==> config.mk <==
export PLATFORM = sky130hd
export DESIGN_NAME = odd_subset_constraint_generator_flat
export DESIGN_NICKNAME = d
export VERILOG_FILES = /design/src/rtl/osc_pkg.sv /design/src/rtl/osc_if.sv /design/src/rtl/odd_subset_constraint_generator.sv /design/src/rtl/osc_ctrl.sv /design/src/rtl/osc_datapath.sv /design/src/flat_wrapper.sv
export SDC_FILE = /design/constraint.sdc
export NUM_CORES = 1
export LEC_CHECK = 0
export ABC_AREA = 1
export BUFFER_PORTS_ARGS = -buffer_cell sky130_fd_sc_hd__buf_4
export CAP_MARGIN = 10
export CORE_ASPECT_RATIO = 0.8
export CORE_MARGIN = 4
export CORE_UTILIZATION = 45
export DETAILED_ROUTE_END_ITERATION = 8
export PLACE_DENSITY_LB_ADDON = 0.25
export SYNTH_ARGS = -nofsm -noshare
export SYNTH_HDL_FRONTEND = slang
export SYNTH_SLANG_ARGS = --single-unit
==> constraint.sdc <==
create_clock -name i_clk -period 9.1 [get_ports i_clk]
set_input_delay 1.82 -clock i_clk [delete_from_list [all_inputs] [get_ports i_clk]]
set_output_delay 1.82 -clock i_clk [all_outputs]
set_load 0.01 [all_outputs]
==> src/rtl/osc_pkg.sv <==
// Package for the odd-subset constraint generator.
// Holds widths, register map, controller state type and the
// command/status structs; no dependencies.
`default_nettype none

package osc_pkg;

    localparam int MAX_DEGREE_DEF = 6;
    localparam int MASK_BITS      = 6;
    localparam int POS_W          = 3;
    localparam int DEG_W          = 3;
    localparam int ROW_W          = 10;
    localparam int BOUND_W        = 3;
    localparam int CNT_W          = 4;
    localparam int PADDR_W        = 3;
    localparam int PDATA_W        = 32;

    localparam logic [DEG_W-1:0] ROW_DEGREE_RESET = 3'd6;

    // Register index as seen at paddr[2].
    localparam logic REG_ROW_DEGREE = 1'b0;

    typedef enum logic {
        ST_IDLE,
        ST_GEN
    } t_state;

    typedef struct packed {
        logic load;
        logic emit;
    } t_cmd;

    typedef struct packed {
        logic last;
    } t_status;

endpackage

`default_nettype wire

==> src/rtl/osc_if.sv <==
// Handshake channel interfaces for the odd-subset constraint generator.
// Depends on osc_pkg for the field widths.
`default_nettype none

interface osc_in_if;
    logic                          valid;
    logic                          ready;
    logic [osc_pkg::ROW_W-1:0]     row_index;

    modport source (output valid, output row_index, input ready);
    modport sink   (input valid, input row_index, output ready);
endinterface

interface osc_out_if;
    logic                          valid;
    logic                          ready;
    logic [osc_pkg::ROW_W-1:0]     row_tag;
    logic [osc_pkg::MASK_BITS-1:0] sign_mask;
    logic [osc_pkg::BOUND_W-1:0]   bound;
    logic                          last;

    modport source (output valid, output row_tag, output sign_mask, output bound,
                    output last, input ready);
    modport sink   (input valid, input row_tag, input sign_mask, input bound,
                    input last, output ready);
endinterface

`default_nettype wire

==> src/rtl/odd_subset_constraint_generator.sv <==
// Top level of the odd-subset constraint generator: configuration register,
// controller and datapath. Depends on osc_pkg, osc_if, osc_ctrl, osc_datapath.
//
//   channel   direction  transaction carries
//   i_in      sink       row_index
//   o_out     source     row_tag, sign_mask, bound, last
//   APB       slave      row_degree at byte address 0
//
// A row with effective degree d yields 2^(d-1) constraints, one per cycle
// while the sink keeps ready high. The rate is set by the single combination
// stepper, which advances once per emitted constraint. The next row is taken
// as soon as the last constraint of the current row has entered the output
// register. A stalled sink holds the stepper. Reset is synchronous and clears
// control state and row_degree to 6.
`default_nettype none

module odd_subset_constraint_generator #(
    parameter int MAX_DEGREE = osc_pkg::MAX_DEGREE_DEF
) (
    input  wire logic                          i_clk,
    input  wire logic                          i_rst_n,
    osc_in_if.sink                             i_in,
    osc_out_if.source                          o_out,
    input  wire logic                          psel,
    input  wire logic                          penable,
    input  wire logic                          pwrite,
    input  wire logic [osc_pkg::PADDR_W-1:0]   paddr,
    input  wire logic [osc_pkg::PDATA_W-1:0]   pwdata,
    output logic [osc_pkg::PDATA_W-1:0]        prdata,
    output logic                               pready
);

    logic [osc_pkg::DEG_W-1:0] r_row_degree;
    logic                      reg_sel;
    osc_pkg::t_cmd             cmd;
    osc_pkg::t_status          status;

    assign pready  = 1'b1;
    assign reg_sel = (paddr[2] == osc_pkg::REG_ROW_DEGREE);

    always_ff @(posedge i_clk) begin
        if (!i_rst_n) begin
            r_row_degree <= osc_pkg::ROW_DEGREE_RESET;
        end else if (psel && penable && pwrite && pready && reg_sel) begin
            r_row_degree <= pwdata[osc_pkg::DEG_W-1:0];
        end
    end

    assign prdata = reg_sel ? osc_pkg::PDATA_W'(r_row_degree) : '0;

    osc_ctrl u_ctrl (
        .i_clk       (i_clk),
        .i_rst_n     (i_rst_n),
        .i_in_valid  (i_in.valid),
        .o_in_ready  (i_in.ready),
        .o_out_valid (o_out.valid),
        .i_out_ready (o_out.ready),
        .i_status    (status),
        .o_cmd       (cmd)
    );

    osc_datapath #(
        .MAX_DEGREE (MAX_DEGREE)
    ) u_datapath (
        .i_clk        (i_clk),
        .i_cmd        (cmd),
        .i_row_index  (i_in.row_index),
        .i_row_degree (r_row_degree),
        .o_status     (status),
        .o_row_tag    (o_out.row_tag),
        .o_sign_mask  (o_out.sign_mask),
        .o_bound      (o_out.bound),
        .o_last       (o_out.last)
    );

endmodule

`default_nettype wire

==> src/rtl/osc_ctrl.sv <==
// Controller for the odd-subset constraint generator: row acceptance,
// emission pacing and the output valid flag. Depends on osc_pkg.
`default_nettype none

module osc_ctrl (
    input  wire logic            i_clk,
    input  wire logic            i_rst_n,
    input  wire logic            i_in_valid,
    output logic                 o_in_ready,
    output logic                 o_out_valid,
    input  wire logic            i_out_ready,
    input  wire osc_pkg::t_status i_status,
    output osc_pkg::t_cmd        o_cmd
);

    osc_pkg::t_state r_state, n_state;
    logic            r_out_valid, n_out_valid;

    always_ff @(posedge i_clk) begin
        if (!i_rst_n) begin
            r_state     <= osc_pkg::ST_IDLE;
            r_out_valid <= 1'b0;
        end else begin
            r_state     <= n_state;
            r_out_valid <= n_out_valid;
        end
    end

    always_comb begin
        n_state    = r_state;
        o_in_ready = 1'b0;
        o_cmd      = '0;
        unique case (r_state)
            osc_pkg::ST_IDLE: begin
                o_in_ready = 1'b1;
                if (i_in_valid) begin
                    o_cmd.load = 1'b1;
                    n_state    = osc_pkg::ST_GEN;
                end
            end
            osc_pkg::ST_GEN: begin
                // A new constraint enters the output register when it is empty
                // or is being drained in this cycle.
                o_cmd.emit = !r_out_valid || i_out_ready;
                if (o_cmd.emit && i_status.last) begin
                    n_state = osc_pkg::ST_IDLE;
                end
            end
            default: begin
                n_state = osc_pkg::ST_IDLE;
            end
        endcase

        if (o_cmd.emit) begin
            n_out_valid = 1'b1;
        end else if (i_out_ready) begin
            n_out_valid = 1'b0;
        end else begin
            n_out_valid = r_out_valid;
        end
    end

    assign o_out_valid = r_out_valid;

endmodule

`default_nettype wire

==> src/rtl/osc_datapath.sv <==
// Datapath for the odd-subset constraint generator: current combination,
// lexicographic successor logic and the output register. Depends on osc_pkg.
`default_nettype none

module osc_datapath #(
    parameter int MAX_DEGREE = osc_pkg::MAX_DEGREE_DEF
) (
    input  wire logic                          i_clk,
    input  wire osc_pkg::t_cmd                 i_cmd,
    input  wire logic [osc_pkg::ROW_W-1:0]     i_row_index,
    input  wire logic [osc_pkg::DEG_W-1:0]     i_row_degree,
    output osc_pkg::t_status                   o_status,
    output logic [osc_pkg::ROW_W-1:0]          o_row_tag,
    output logic [osc_pkg::MASK_BITS-1:0]      o_sign_mask,
    output logic [osc_pkg::BOUND_W-1:0]        o_bound,
    output logic                               o_last
);

    localparam int DEG_MAX = (MAX_DEGREE < osc_pkg::MASK_BITS) ?
                             MAX_DEGREE : osc_pkg::MASK_BITS;
    localparam int PW = osc_pkg::POS_W;
    localparam int CW = osc_pkg::CNT_W;

    logic [PW-1:0]                    r_pos [MAX_DEGREE];
    logic [PW-1:0]                    n_pos [MAX_DEGREE];
    logic [osc_pkg::DEG_W-1:0]        r_size, n_size;
    logic [osc_pkg::ROW_W-1:0]        r_held_row;
    logic [osc_pkg::ROW_W-1:0]        r_row_tag;
    logic [osc_pkg::MASK_BITS-1:0]    r_sign_mask;
    logic [osc_pkg::BOUND_W-1:0]      r_bound;
    logic                             r_last;

    logic [CW-1:0]                    eff_deg;
    logic [CW-1:0]                    size_w;
    logic [osc_pkg::MASK_BITS-1:0]    cur_mask;
    logic                             found;
    logic [CW-1:0]                    pivot;
    logic [PW-1:0]                    piv_pos;
    logic                             last_comb;

    // Degree zero counts as one; large degrees saturate.
    always_comb begin
        if (i_row_degree == '0) begin
            eff_deg = CW'(1);
        end else if ({1'b0, i_row_degree} > CW'(DEG_MAX)) begin
            eff_deg = CW'(DEG_MAX);
        end else begin
            eff_deg = {1'b0, i_row_degree};
        end
    end

    assign size_w = {1'b0, r_size};

    always_comb begin
        cur_mask = '0;
        found    = 1'b0;
        pivot    = '0;
        piv_pos  = '0;
        for (int i = 0; i < MAX_DEGREE; i++) begin
            if (CW'(i) < size_w) begin
                cur_mask = cur_mask | (osc_pkg::MASK_BITS'(1) << r_pos[i]);
                // Rightmost position that can still move up is the pivot.
                if ({1'b0, r_pos[i]} < eff_deg - size_w + CW'(i)) begin
                    found   = 1'b1;
                    pivot   = CW'(i);
                    piv_pos = r_pos[i];
                end
            end
        end
        last_comb = !found && (size_w + CW'(2) > eff_deg);
    end

    assign o_status.last = last_comb;

    always_comb begin
        n_size = r_size;
        for (int j = 0; j < MAX_DEGREE; j++) begin
            n_pos[j] = r_pos[j];
        end
        if (i_cmd.load) begin
            n_size = osc_pkg::DEG_W'(1);
            for (int j = 0; j < MAX_DEGREE; j++) begin
                n_pos[j] = PW'(j);
            end
        end else if (i_cmd.emit) begin
            if (found) begin
                for (int j = 0; j < MAX_DEGREE; j++) begin
                    if (CW'(j) >= pivot) begin
                        n_pos[j] = PW'({1'b0, piv_pos} + CW'(j) - pivot + CW'(1));
                    end
                end
            end else begin
                // Move on to the next odd subset size, starting from the lowest positions.
                n_size = r_size + osc_pkg::DEG_W'(2);
                for (int j = 0; j < MAX_DEGREE; j++) begin
                    n_pos[j] = PW'(j);
                end
            end
        end
    end

    always_ff @(posedge i_clk) begin
        r_size <= n_size;
        for (int j = 0; j < MAX_DEGREE; j++) begin
            r_pos[j] <= n_pos[j];
        end
        if (i_cmd.load) begin
            r_held_row <= i_row_index;
        end
        if (i_cmd.emit) begin
            r_row_tag   <= r_held_row;
            r_sign_mask <= cur_mask;
            r_bound     <= r_size - osc_pkg::BOUND_W'(1);
            r_last      <= last_comb;
        end
    end

    assign o_row_tag   = r_row_tag;
    assign o_sign_mask = r_sign_mask;
    assign o_bound     = r_bound;
    assign o_last      = r_last;

endmodule

`default_nettype wire

==> src/flat_wrapper.sv <==
// flat-port wrapper written by rule: the top's interface ports become plain ports
module odd_subset_constraint_generator_flat 
#(
    parameter int MAX_DEGREE = osc_pkg::MAX_DEGREE_DEF
)
  (i_clk, i_rst_n, psel, penable, pwrite, paddr, pwdata, prdata, pready, i_in_valid, i_in_row_index, i_in_ready, o_out_valid, o_out_row_tag, o_out_sign_mask, o_out_bound, o_out_last, o_out_ready);
  osc_in_if i_in_i ();
  osc_out_if o_out_i ();
  input  wire logic i_clk;
  input  wire logic i_rst_n;
  input  wire logic psel;
  input  wire logic penable;
  input  wire logic pwrite;
  input  wire logic [osc_pkg::PADDR_W-1:0] paddr;
  input  wire logic [osc_pkg::PDATA_W-1:0] pwdata;
  output logic [osc_pkg::PDATA_W-1:0] prdata;
  output logic pready;
  input wire logic [$bits(i_in_i.valid)-1:0] i_in_valid;
  input wire logic [$bits(i_in_i.row_index)-1:0] i_in_row_index;
  output wire logic [$bits(i_in_i.ready)-1:0] i_in_ready;
  output wire logic [$bits(o_out_i.valid)-1:0] o_out_valid;
  output wire logic [$bits(o_out_i.row_tag)-1:0] o_out_row_tag;
  output wire logic [$bits(o_out_i.sign_mask)-1:0] o_out_sign_mask;
  output wire logic [$bits(o_out_i.bound)-1:0] o_out_bound;
  output wire logic [$bits(o_out_i.last)-1:0] o_out_last;
  input wire logic [$bits(o_out_i.ready)-1:0] o_out_ready;
  assign i_in_i.valid = i_in_valid;
  assign i_in_i.row_index = i_in_row_index;
  assign i_in_ready = i_in_i.ready;
  assign o_out_valid = o_out_i.valid;
  assign o_out_row_tag = o_out_i.row_tag;
  assign o_out_sign_mask = o_out_i.sign_mask;
  assign o_out_bound = o_out_i.bound;
  assign o_out_last = o_out_i.last;
  assign o_out_i.ready = o_out_ready;
  odd_subset_constraint_generator #(.MAX_DEGREE(MAX_DEGREE)) u_core (.i_clk(i_clk), .i_rst_n(i_rst_n), .i_in(i_in_i), .o_out(o_out_i), .psel(psel), .penable(penable), .pwrite(pwrite), .paddr(paddr), .pwdata(pwdata), .prdata(prdata), .pready(pready));
endmodule
Word-level counts from Yosys, hierarchy flattened
Memory sizes are Yosys's and may differ from the RTL's.
Cells that the tools add are included.

storage, ports and cells
  register bits after elaboration = 38
  bits in latches = 0
  RAM bits = 18
  memory bits (read-only) = 0
  input bits = 52
  output and inout port bits = 55
  word-level logic and storage cells = 141
  memories = 1

operators by class
  add/sub/neg operators = 26
  multipliers = 0
  divide/modulo/power cells = 0
  magnitude comparators = 20
  equal/unequal tests = 0
  shift operators = 6
  muxes and demuxes = 60
  bitwise logic cells = 8
  reduce and logical (&&, ||, !) cells = 11

memory list
  name                     words  bits a word  rd ports  clocked after memory_dff  wr ports  RTL line            RTL
  u_core.u_datapath.r_pos  6      3            6         0                         6         osc_datapath.sv:24  logic [PW-1:0] r_pos [MAX_DEGREE];

operators with widths
  kind                   number
  $mux W3                20
  $mux W18               3
  $mux W4                9
  $mux W6                6
  $shl A1 B3 Y6 const A  6
  $or A6 B6 Y6           5
  $lt A3 B4 Y1           6
  $add A3 B1 Y3 const B  7
  $mux W1                21
  $sub A3 B3 Y3          6
  $add A3 B2 Y3 const B  3
  $add A4 B2 Y4 const B  2
  $add A4 B3 Y4 const B  2
  $ge A1 B4 Y1 const A   2
  $ge A2 B4 Y1 const A   2
  $ge A3 B4 Y1 const A   2
  $add A3 B3 Y3 const B  2
  $lt A1 B3 Y1 const A   2
  $lt A2 B3 Y1 const A   2
  $lt A3 B3 Y1 const A   2
  $logic_and A1 B1 Y1    5
  $add A3 B2 Y4 const B  1
  $add A4 B1 Y4 const B  1
  $gt A4 B4 Y1           1
  10 further kinds       13

Logic depth before layout (Yosys ltp)
Gate-level depths: netlist (run 1).

  depth in word-level cells = 24
  depth in mapped cells = 28
  depth with buffers taken out = 27

Cells and area by module
A second synthesis (run 1) with hierarchy kept.

second synthesis, totals
  cells, all modules = 469
  area, all modules = 3757.4 um^2

by module, submodules not included
  module                           instances  cells an instance  area an instance (um^2)  seq. area each (um^2)
  osc_datapath                     1          393                3256.9                   1271.2
  odd_subset_constraint_generator  1          60                 400.4                    60.1
  osc_ctrl                         1          16                 100.1                    40.0

Least setup slack after synthesis (run 1)
No wires, ideal clock.

  kind = input port to output port
  from = input paddr[2] (netlist bit)
  to = output prdata[0] (netlist bit)
  arrival time = 1.989 ns
  setup slack = 5.291 ns
  cell stages on the path = 1
  cell sequence = nor2_1

on the way
  longest elaborated chain between the ends = 1

ends and longest elaborated chain
  what         RTL line                               RTL
  from (decl)  flat_wrapper.sv:14                     input wire logic [osc_pkg::PADDR_W-1:0] paddr;
  $mux W3      odd_subset_constraint_generator.sv:49  assign prdata = reg_sel ? osc_pkg::PDATA_W'(r_row_degree) : '0;
  to (decl)    flat_wrapper.sv:16                     output logic [osc_pkg::PDATA_W-1:0] prdata;

No other way between the ends.

==> flow_summary.toml, run 1 <==
[outcome]
status = "complete, no violations"

[setup_path]
crit_path_end_kind = "register"
worstPathCellList = "inv_1 -> ha_1 -> inv_1 -> nand2_1 -> nand2_4 -> xnor2_1 -> inv_1 -> ha_1 -> inv_1 -> nor2_1 -> o21ai_1 -> nand2_2 -> nand2_4 -> o21ai_0 -> a22oi_1 -> ha_1 -> ha_1 -> or2_2 -> a21oi_1"
critPathMaxFanout = 14
critPathMaxStageDelay_ps = 780
cp-start-kind = "register"
path_class = "register to register"
arrival_ps = 4470
critPathRequiredTime_ps = 9350
cpMaxStageDelayCell = "dfxtp_1"

[clocking]
clk_pin_slew_ps = 100
post-cts-setup-buffers = 0
clock_sinks = 54
clkLatencyLatePin_ps = 310
cts_resized = 0
cts_hold_buf = 0
cts_buffer_depth = 2
htreeDepth = 2
cts_root_buf = "clkbuf_8"
cts_inserted_buffers = 5
cts_tree = "built"

[floorplan]
die_x_um = 109
die_height_um = 89.0
start_util_pct = 46.4
num_io_pins = 107
die_area_sq_mm = 0.00972
core_region_area_sq_mm = 0.00795
rows = 29

[detailed_routing]
wl_per_cell_um = 14.3
route.detailed.drc = 0
drt_iter0_drc = 295
avgViaCountPerCell = 5.01
routed-via-count = 2960
drt_wl_total_um = 8440
ant_nets = 0
dr.pass1.iters = 4

[sta]
hold_viol_final = 0
max_freq_mhz = 237
fin_tns_setup_ps = 0
fin_skew_ps = 2.75
slew_violations = 0
tightest_slew_ps = 711
min_period_ps = 4220
grt_setup_unrepaired = "no"
final-setup-viol-count = 0
slew_headroom_pct = 52.5
finalCritPeriodShare_pct = 46.4

[layout]
drive_gt1_share_pct = 20.7
nets = 564
nFillCells = 759
area_growth_pct = 10.9
n_antenna_cell = 0

[yosys]
synthArstFlopShare_pct = 0
yosys-top-cells-area = "edfxtp_1 24%, dfxtp_1 14%, ha_1 9.5%"
synth_top_area_cell = "edfxtp_1"
yosys.area_share.adder_pct = 10.6
yosysTopAreaCellShare_pct = 23.6
syn_avg_cell_area_sq_um = 8.42
yosys_register_bits = 54
synth_cells = 438
synth_common_cells = "59 x inv_1, 51 x nand2_1, 35 x nand3_1, 31 x buf_4, 29 x edfxtp_1"
synth-simple-area-share_pct = 23.6
synth_xor_area_share_pct = 1.39
synth_flop_cell = "edfxtp_1"
synth_mux_area_share_pct = 0
synth_most_common_cell = "inv_1"
netlist_area_sq_mm = 0.00369
yosys_warnings = 0
yosysUniqueCellTypes = 42
yosysSeqAreaShare_pct = 37.2
synth_top_family_by_area = "simple AND/OR/NAND/NOR gates"
synth_edf_count = 29
synth_compound_area_share_pct = 13.0

[grt]
grt_usage_pct = 18.0
grt_pass1_wl_um = 13600
grt_start_max_net_pins = 20
grt_pass1_vias = 2756
grt.overflow.total = 0
antenna_found_initial = 0

[power]
powerDensity_mw_per_mm2 = 431
vdd_drop_max_mv = 0.215
leakagePower_nw = 1.90
fin_total_pwr_mw = 1.76

[placed_design]
io_buffers = 44
hpwl_um = 6470
gp_congestion = 0.891

[flow_run]
maxCapViolations = 0

[worst_hold_path]
min_path_type = "register to register"
[registers in the layout (all words and copies together), names as in the netlist]
| name | flops |
|---|---|
| u_core.u_datapath.o_last | 1 |
| u_core.u_datapath.r_size | 2 |
| u_core.u_datapath.o_bound | 2 |
| u_core.u_datapath.o_row_tag | 10 |
| u_core.u_ctrl.o_out_valid | 1 |
| u_core.u_datapath.r_pos | 18 |
| u_core.u_datapath.r_held_row | 10 |
| u_core.u_datapath.o_sign_mask | 6 |
| u_core.u_ctrl.r_state | 1 |
| u_core.r_row_degree | 3 |
[where the power goes]
part	internal, mW	switching (mW)	total (mW)	leakage, nW
sequential	0.323	0.0940	0.417	0.485
clock	0.0551	0.0805	0.136	0.0456
combinational	0.454	0.757	1.21	1.37
total	0.832	0.931	1.76	1.90
[final timing paths]
kind / startpoint / end / slack [ps] / depth (start not counted)
worst max register to register: u_core.u_datapath.r_size[2] / u_core.u_datapath.r_pos[0][1] / 4880 / 19
worst max-delay path: u_core.u_datapath.r_size[2] / u_core.u_datapath.r_pos[0][1] / 4880 / 19
worst min register to register: u_core.u_datapath.r_held_row[3] / u_core.u_datapath.o_row_tag[3] / 430 / 0
worst min-delay path: u_core.u_datapath.r_held_row[3] / u_core.u_datapath.o_row_tag[3] / 430 / 0
[cell type report]
class	instances	area [sq um]	area share, %
Clock inverter	2	13.8	0.337
Timing Repair Buffer	44	330	8.08
Tap cell	108	135	3.30
Clock buffer	6	72.6	1.77
Multi-Input combinational cell	308	1910	46.6
Sequential cell	54	1370	33.5
Inverter	69	259	6.33
[cells in the final DEF, fill, tap and decap left out, types with 5 or more instances in the layout]
| cell type | synthesis | final |
|---|---|---|
| dfxtp_1 | 25 | 25 |
| nand2_4 | 11 | 11 |
| inv_2 | 10 | 10 |
| nor3_1 | 17 | 17 |
| ha_1 | 28 | 28 |
| buf_4 | 31 | 44 |
| a21oi_1 | 18 | 18 |
| nand2_2 | 10 | 10 |
| conb_1 | 2 | 31 |
| o21ai_0 | 20 | 20 |
| edfxtp_1 | 29 | 29 |
| clkbuf_8 | 0 | 5 |
| nand2_1 | 51 | 51 |
| nand3_1 | 35 | 35 |
| o211ai_1 | 11 | 11 |
| o21ai_1 | 8 | 8 |
| inv_1 | 59 | 59 |
| nor2_1 | 25 | 25 |
| nand4_1 | 6 | 6 |
[per-stage QoR]
stage | area, sq um | worst slack (ps) | cells | hold WS (ps) | utilization [%]
finish | 4090 | 4880 | 591 | 431 | 51.5
global route | 4090 | 4520 | 591 | 437 | 51.5
CTS | 4090 | 4900 | 591 | 433 | 51.5
detailed placement | 4000 | 4950 | 583 | 408 | 50.4
global placement | 4000 | 5050 | 583 | 400 | 50.4
floorplan | 3800 | 5290 | 467 | 400 | -
[critical path, delay by kind of cell, from the launching register on]
family	cells	cell delay, ps
XOR/XNOR	1	230
flip-flops	1	780
AO/OA/AOI/OAI	4	670
AND/OR/NAND/NOR	6	850
buffers and inverters	4	350
adder cells (fa/ha/maj)	4	1280
[cell families (layout without fill, tap and decap cells)]
kind of cell / count (synthesis) / in the layout
simple gates: 165 / 165
flops: 54 / 54
other cells: 2 / 31
fa+ha+maj: 30 / 30
buf+inv: 105 / 121
xor+xnor: 5 / 5
compound gates: 77 / 77
[metal layers]
metal | vias up | global-route usage [%] | wire [um]
li1 | 1501 | - | -
met1 | 1331 | 26.4 | 3960
met2 | 113 | 27.4 | 3710
met3 | 15 | 3.18 | 607
met4 | 0 | 5.10 | 167
met5 | - | 0 | 0
Note: power is estimated with default switching activity, not from simulation.
==> run 2, diff against run 1 <==
--- a/config.mk
+++ b/config.mk
@@ -5,7 +5,7 @@
 export SDC_FILE = /design/constraint.sdc
 export NUM_CORES = 1
 export LEC_CHECK = 0
-export ABC_AREA = 1
+export ABC_AREA = 0
 export BUFFER_PORTS_ARGS = -buffer_cell sky130_fd_sc_hd__buf_4
 export CAP_MARGIN = 10
 export CORE_ASPECT_RATIO = 0.8
==> constraint.sdc (replaced) <==
create_clock -name i_clk -period 3.75 [get_ports i_clk]
set_input_delay 0.75 -clock i_clk [delete_from_list [all_inputs] [get_ports i_clk]]
set_output_delay 0.75 -clock i_clk [all_outputs]
set_load 0.01 [all_outputs]
==> flow_summary.toml, run 2 <==
[outcome]
status = "finished, violations left"
violations = "negative setup slack"

[layout]
post-route-util_pct = 61.4
regArea_sq_mm = 0.00138
nFillCells = 671
drive_gt1_share_pct = 35.9
design_area_sq_mm = 0.00492
largest_register_ffs = 18
n_antenna_cell = 0
area_growth_pct = 31.8
nets = 580
multiInputGateArea_sq_mm = 0.00240
final_cell_mix = "110 x buf_4, 31 x nor2_1, 31 x conb_1, 29 x edfxtp_1, 28 x nand2_1"
final_common_cell = "buf_4"
largest-register = "u_core.u_datapath.r_pos"

[yosys]
synth_most_common_cell = "nor2_1"
synth_flop_cell = "edfxtp_1"
yosys_warnings = 0
yosysTopAreaCellShare_pct = 23.3
synth_edf_count = 29
synth_top_area_cell = "edfxtp_1"
syn_avg_cell_area_sq_um = 9.38
yosysSeqAreaShare_pct = 36.7
synthArstFlopShare_pct = 0
synth_cells = 398
yosys_register_bits = 54
synth_common_cells = "34 x nor2_1, 32 x buf_4, 31 x nand2_1, 29 x edfxtp_1, 28 x ha_1"
yosysUniqueCellTypes = 72
yosys-top-cells-area = "edfxtp_1 23%, dfxtp_1 13%, ha_1 9.4%"
netlist_area_sq_mm = 0.00373

[detailed_routing]
route.detailed.drc = 0
avgViaCountPerCell = 5.46
ant_nets = 0
drt_wl_total_um = 10200
wl_per_cell_um = 16.8
drt_iter0_drc = 254
routed-via-count = 3315
dr.pass1.iters = 5

[sta]
finalCritPeriodShare_pct = 110
max_freq_mhz = 244
slew_headroom_pct = 43.4
final-setup-viol-count = 18
tightest_slew_ps = 847
grt_setup_unrepaired = "yes"
timing.final.ws_setup_ps = -356
hold_viol_final = 0
min_period_ps = 4110
fin_skew_ps = 7.35
fin_tns_setup_ps = -4010
slew_violations = 0

[clocking]
clock_sinks = 54
cts_root_buf = "clkbuf_8"
clkLatencyLatePin_ps = 320
cts_hold_buf = 0
cts_inserted_buffers = 5
clk_pin_slew_ps = 100
cts_tree = "built"
htreeDepth = 2
cts_buffer_depth = 2

[placed_design]
hpwl_um = 7660
io_buffers = 44
gp_congestion = 0.917
pre_cts_slack_ps = -386
postPlaceCellArea_sq_mm = 0.00454

[setup_path]
cp-start-kind = "register"
critPathRequiredTime_ps = 4010
critPathMaxFanout = 5
path_class = "register to register"
arrival_ps = 4370
crit_path_end_kind = "register"

[floorplan]
die_height_um = 89.5
num_io_pins = 107
die_area_sq_mm = 0.00983
start_util_pct = 46.6
die_x_um = 110
core_region_area_sq_mm = 0.00802
rows = 29

[grt]
antenna_found_initial = 0
grt.overflow.total = 0
grt_usage_pct = 20.6
grt_pass1_vias = 3029
grt_start_max_net_pins = 24
grt_pass1_wl_um = 15400

[power]
powerDensity_mw_per_mm2 = 567
vdd_drop_max_mv = 0.410
leakagePower_nw = 2.15
fin_total_pwr_mw = 2.79

[flow_run]
maxCapViolations = 0

[worst_hold_path]
min_path_type = "register to register"
## run 2: cell types whose count changed after synthesis, sizes merged, moves of 7 or more
cell / change
clkbuf: +11
mux2i: +10
nand2: -40
nand3: -24
inv: -53
nand3b: +7
o211ai: -7
xnor2: +9
o21ai: -18
## run 2: area by class of cell
cell class | count | share of cell area [%]
clock inverter | 3 | 0.585
multi-input combinational | 308 | 48.7
timing repair buffer | 111 | 17.0
tap | 108 | 2.75
sequential | 54 | 28.0
inverter | 18 | 1.53
clock buffer | 5 | 1.40
## run 2: report_power, final
group / switching, mW / total (mW) / internal (mW)
sequential: 0.140 / 0.872 / 0.733
combinational: 0.788 / 1.57 / 0.779
clock: 0.212 / 0.351 / 0.139
total: 1.14 / 2.79 / 1.65
## run 2: repair_timing
action	CTS	global route
setup endpoints to repair	18	20
hold endpoints to repair	0	0
resized for setup	16	20
buffers inserted	3	6
pin swaps	22	20
## run 2: per-stage QoR
step	instances	hold WS [ps]
after floorplan	427	400
after global placement	590	401
after detailed placement	590	406
after CTS	601	432
after global routing	607	435
final	607	429
## run 2: cell families (layout without fill, tap and decap cells)
logic type,after synthesis,after routing,share of synthesized area [%]
AOI/OAI and AO/OA,82,82,16.5
xor gates and xnor gates,13,13,3.25
adders and majority gates,31,31,10.7
buffers and inverters,65,137,9.92
DFF,54,54,36.7
muxes,11,11,2.98
other,2,31,0.201
and+or+nand+nor,140,140,19.7
## run 2: critical path: stages (launching register included)
cell and delay [ps]:
dfxtp_2 330, o21ba_4 240, nor2_4 40, fa_2 560, inv_2 60, buf_4 130
nand2_1 50, nand2_1 50, ha_1 280, o21a_1 150, o22ai_2 110, o31ai_4 320
nor2_1 110, a311oi_2 260, a21oi_2 90, o21a_1 210, ha_4 320, inv_4 40
ha_4 150, xor2_2 150, xnor2_2 220, o32a_1 180
## run 2: per-layer routing
metal,global-route usage (%),up-vias,routed length [um]
met1,28.9,1545,4410
met4,7.13,0,175
met2,31.7,168,4650
li1,-,1585,-
met5,0,-,0
met3,4.19,17,964
## run 2: worst paths after layout
path / startpoint / slack, ps / end / depth (start not counted)
min: u_core.u_datapath.r_held_row[3] / 430 / u_core.u_datapath.o_row_tag[3] / 0
min reg2reg: u_core.u_datapath.r_held_row[3] / 430 / u_core.u_datapath.o_row_tag[3] / 0
max: u_core.r_row_degree[0] / -360 / u_core.u_datapath.r_pos[4][2] / 21
max reg2reg: u_core.r_row_degree[0] / -360 / u_core.u_datapath.r_pos[4][2] / 21
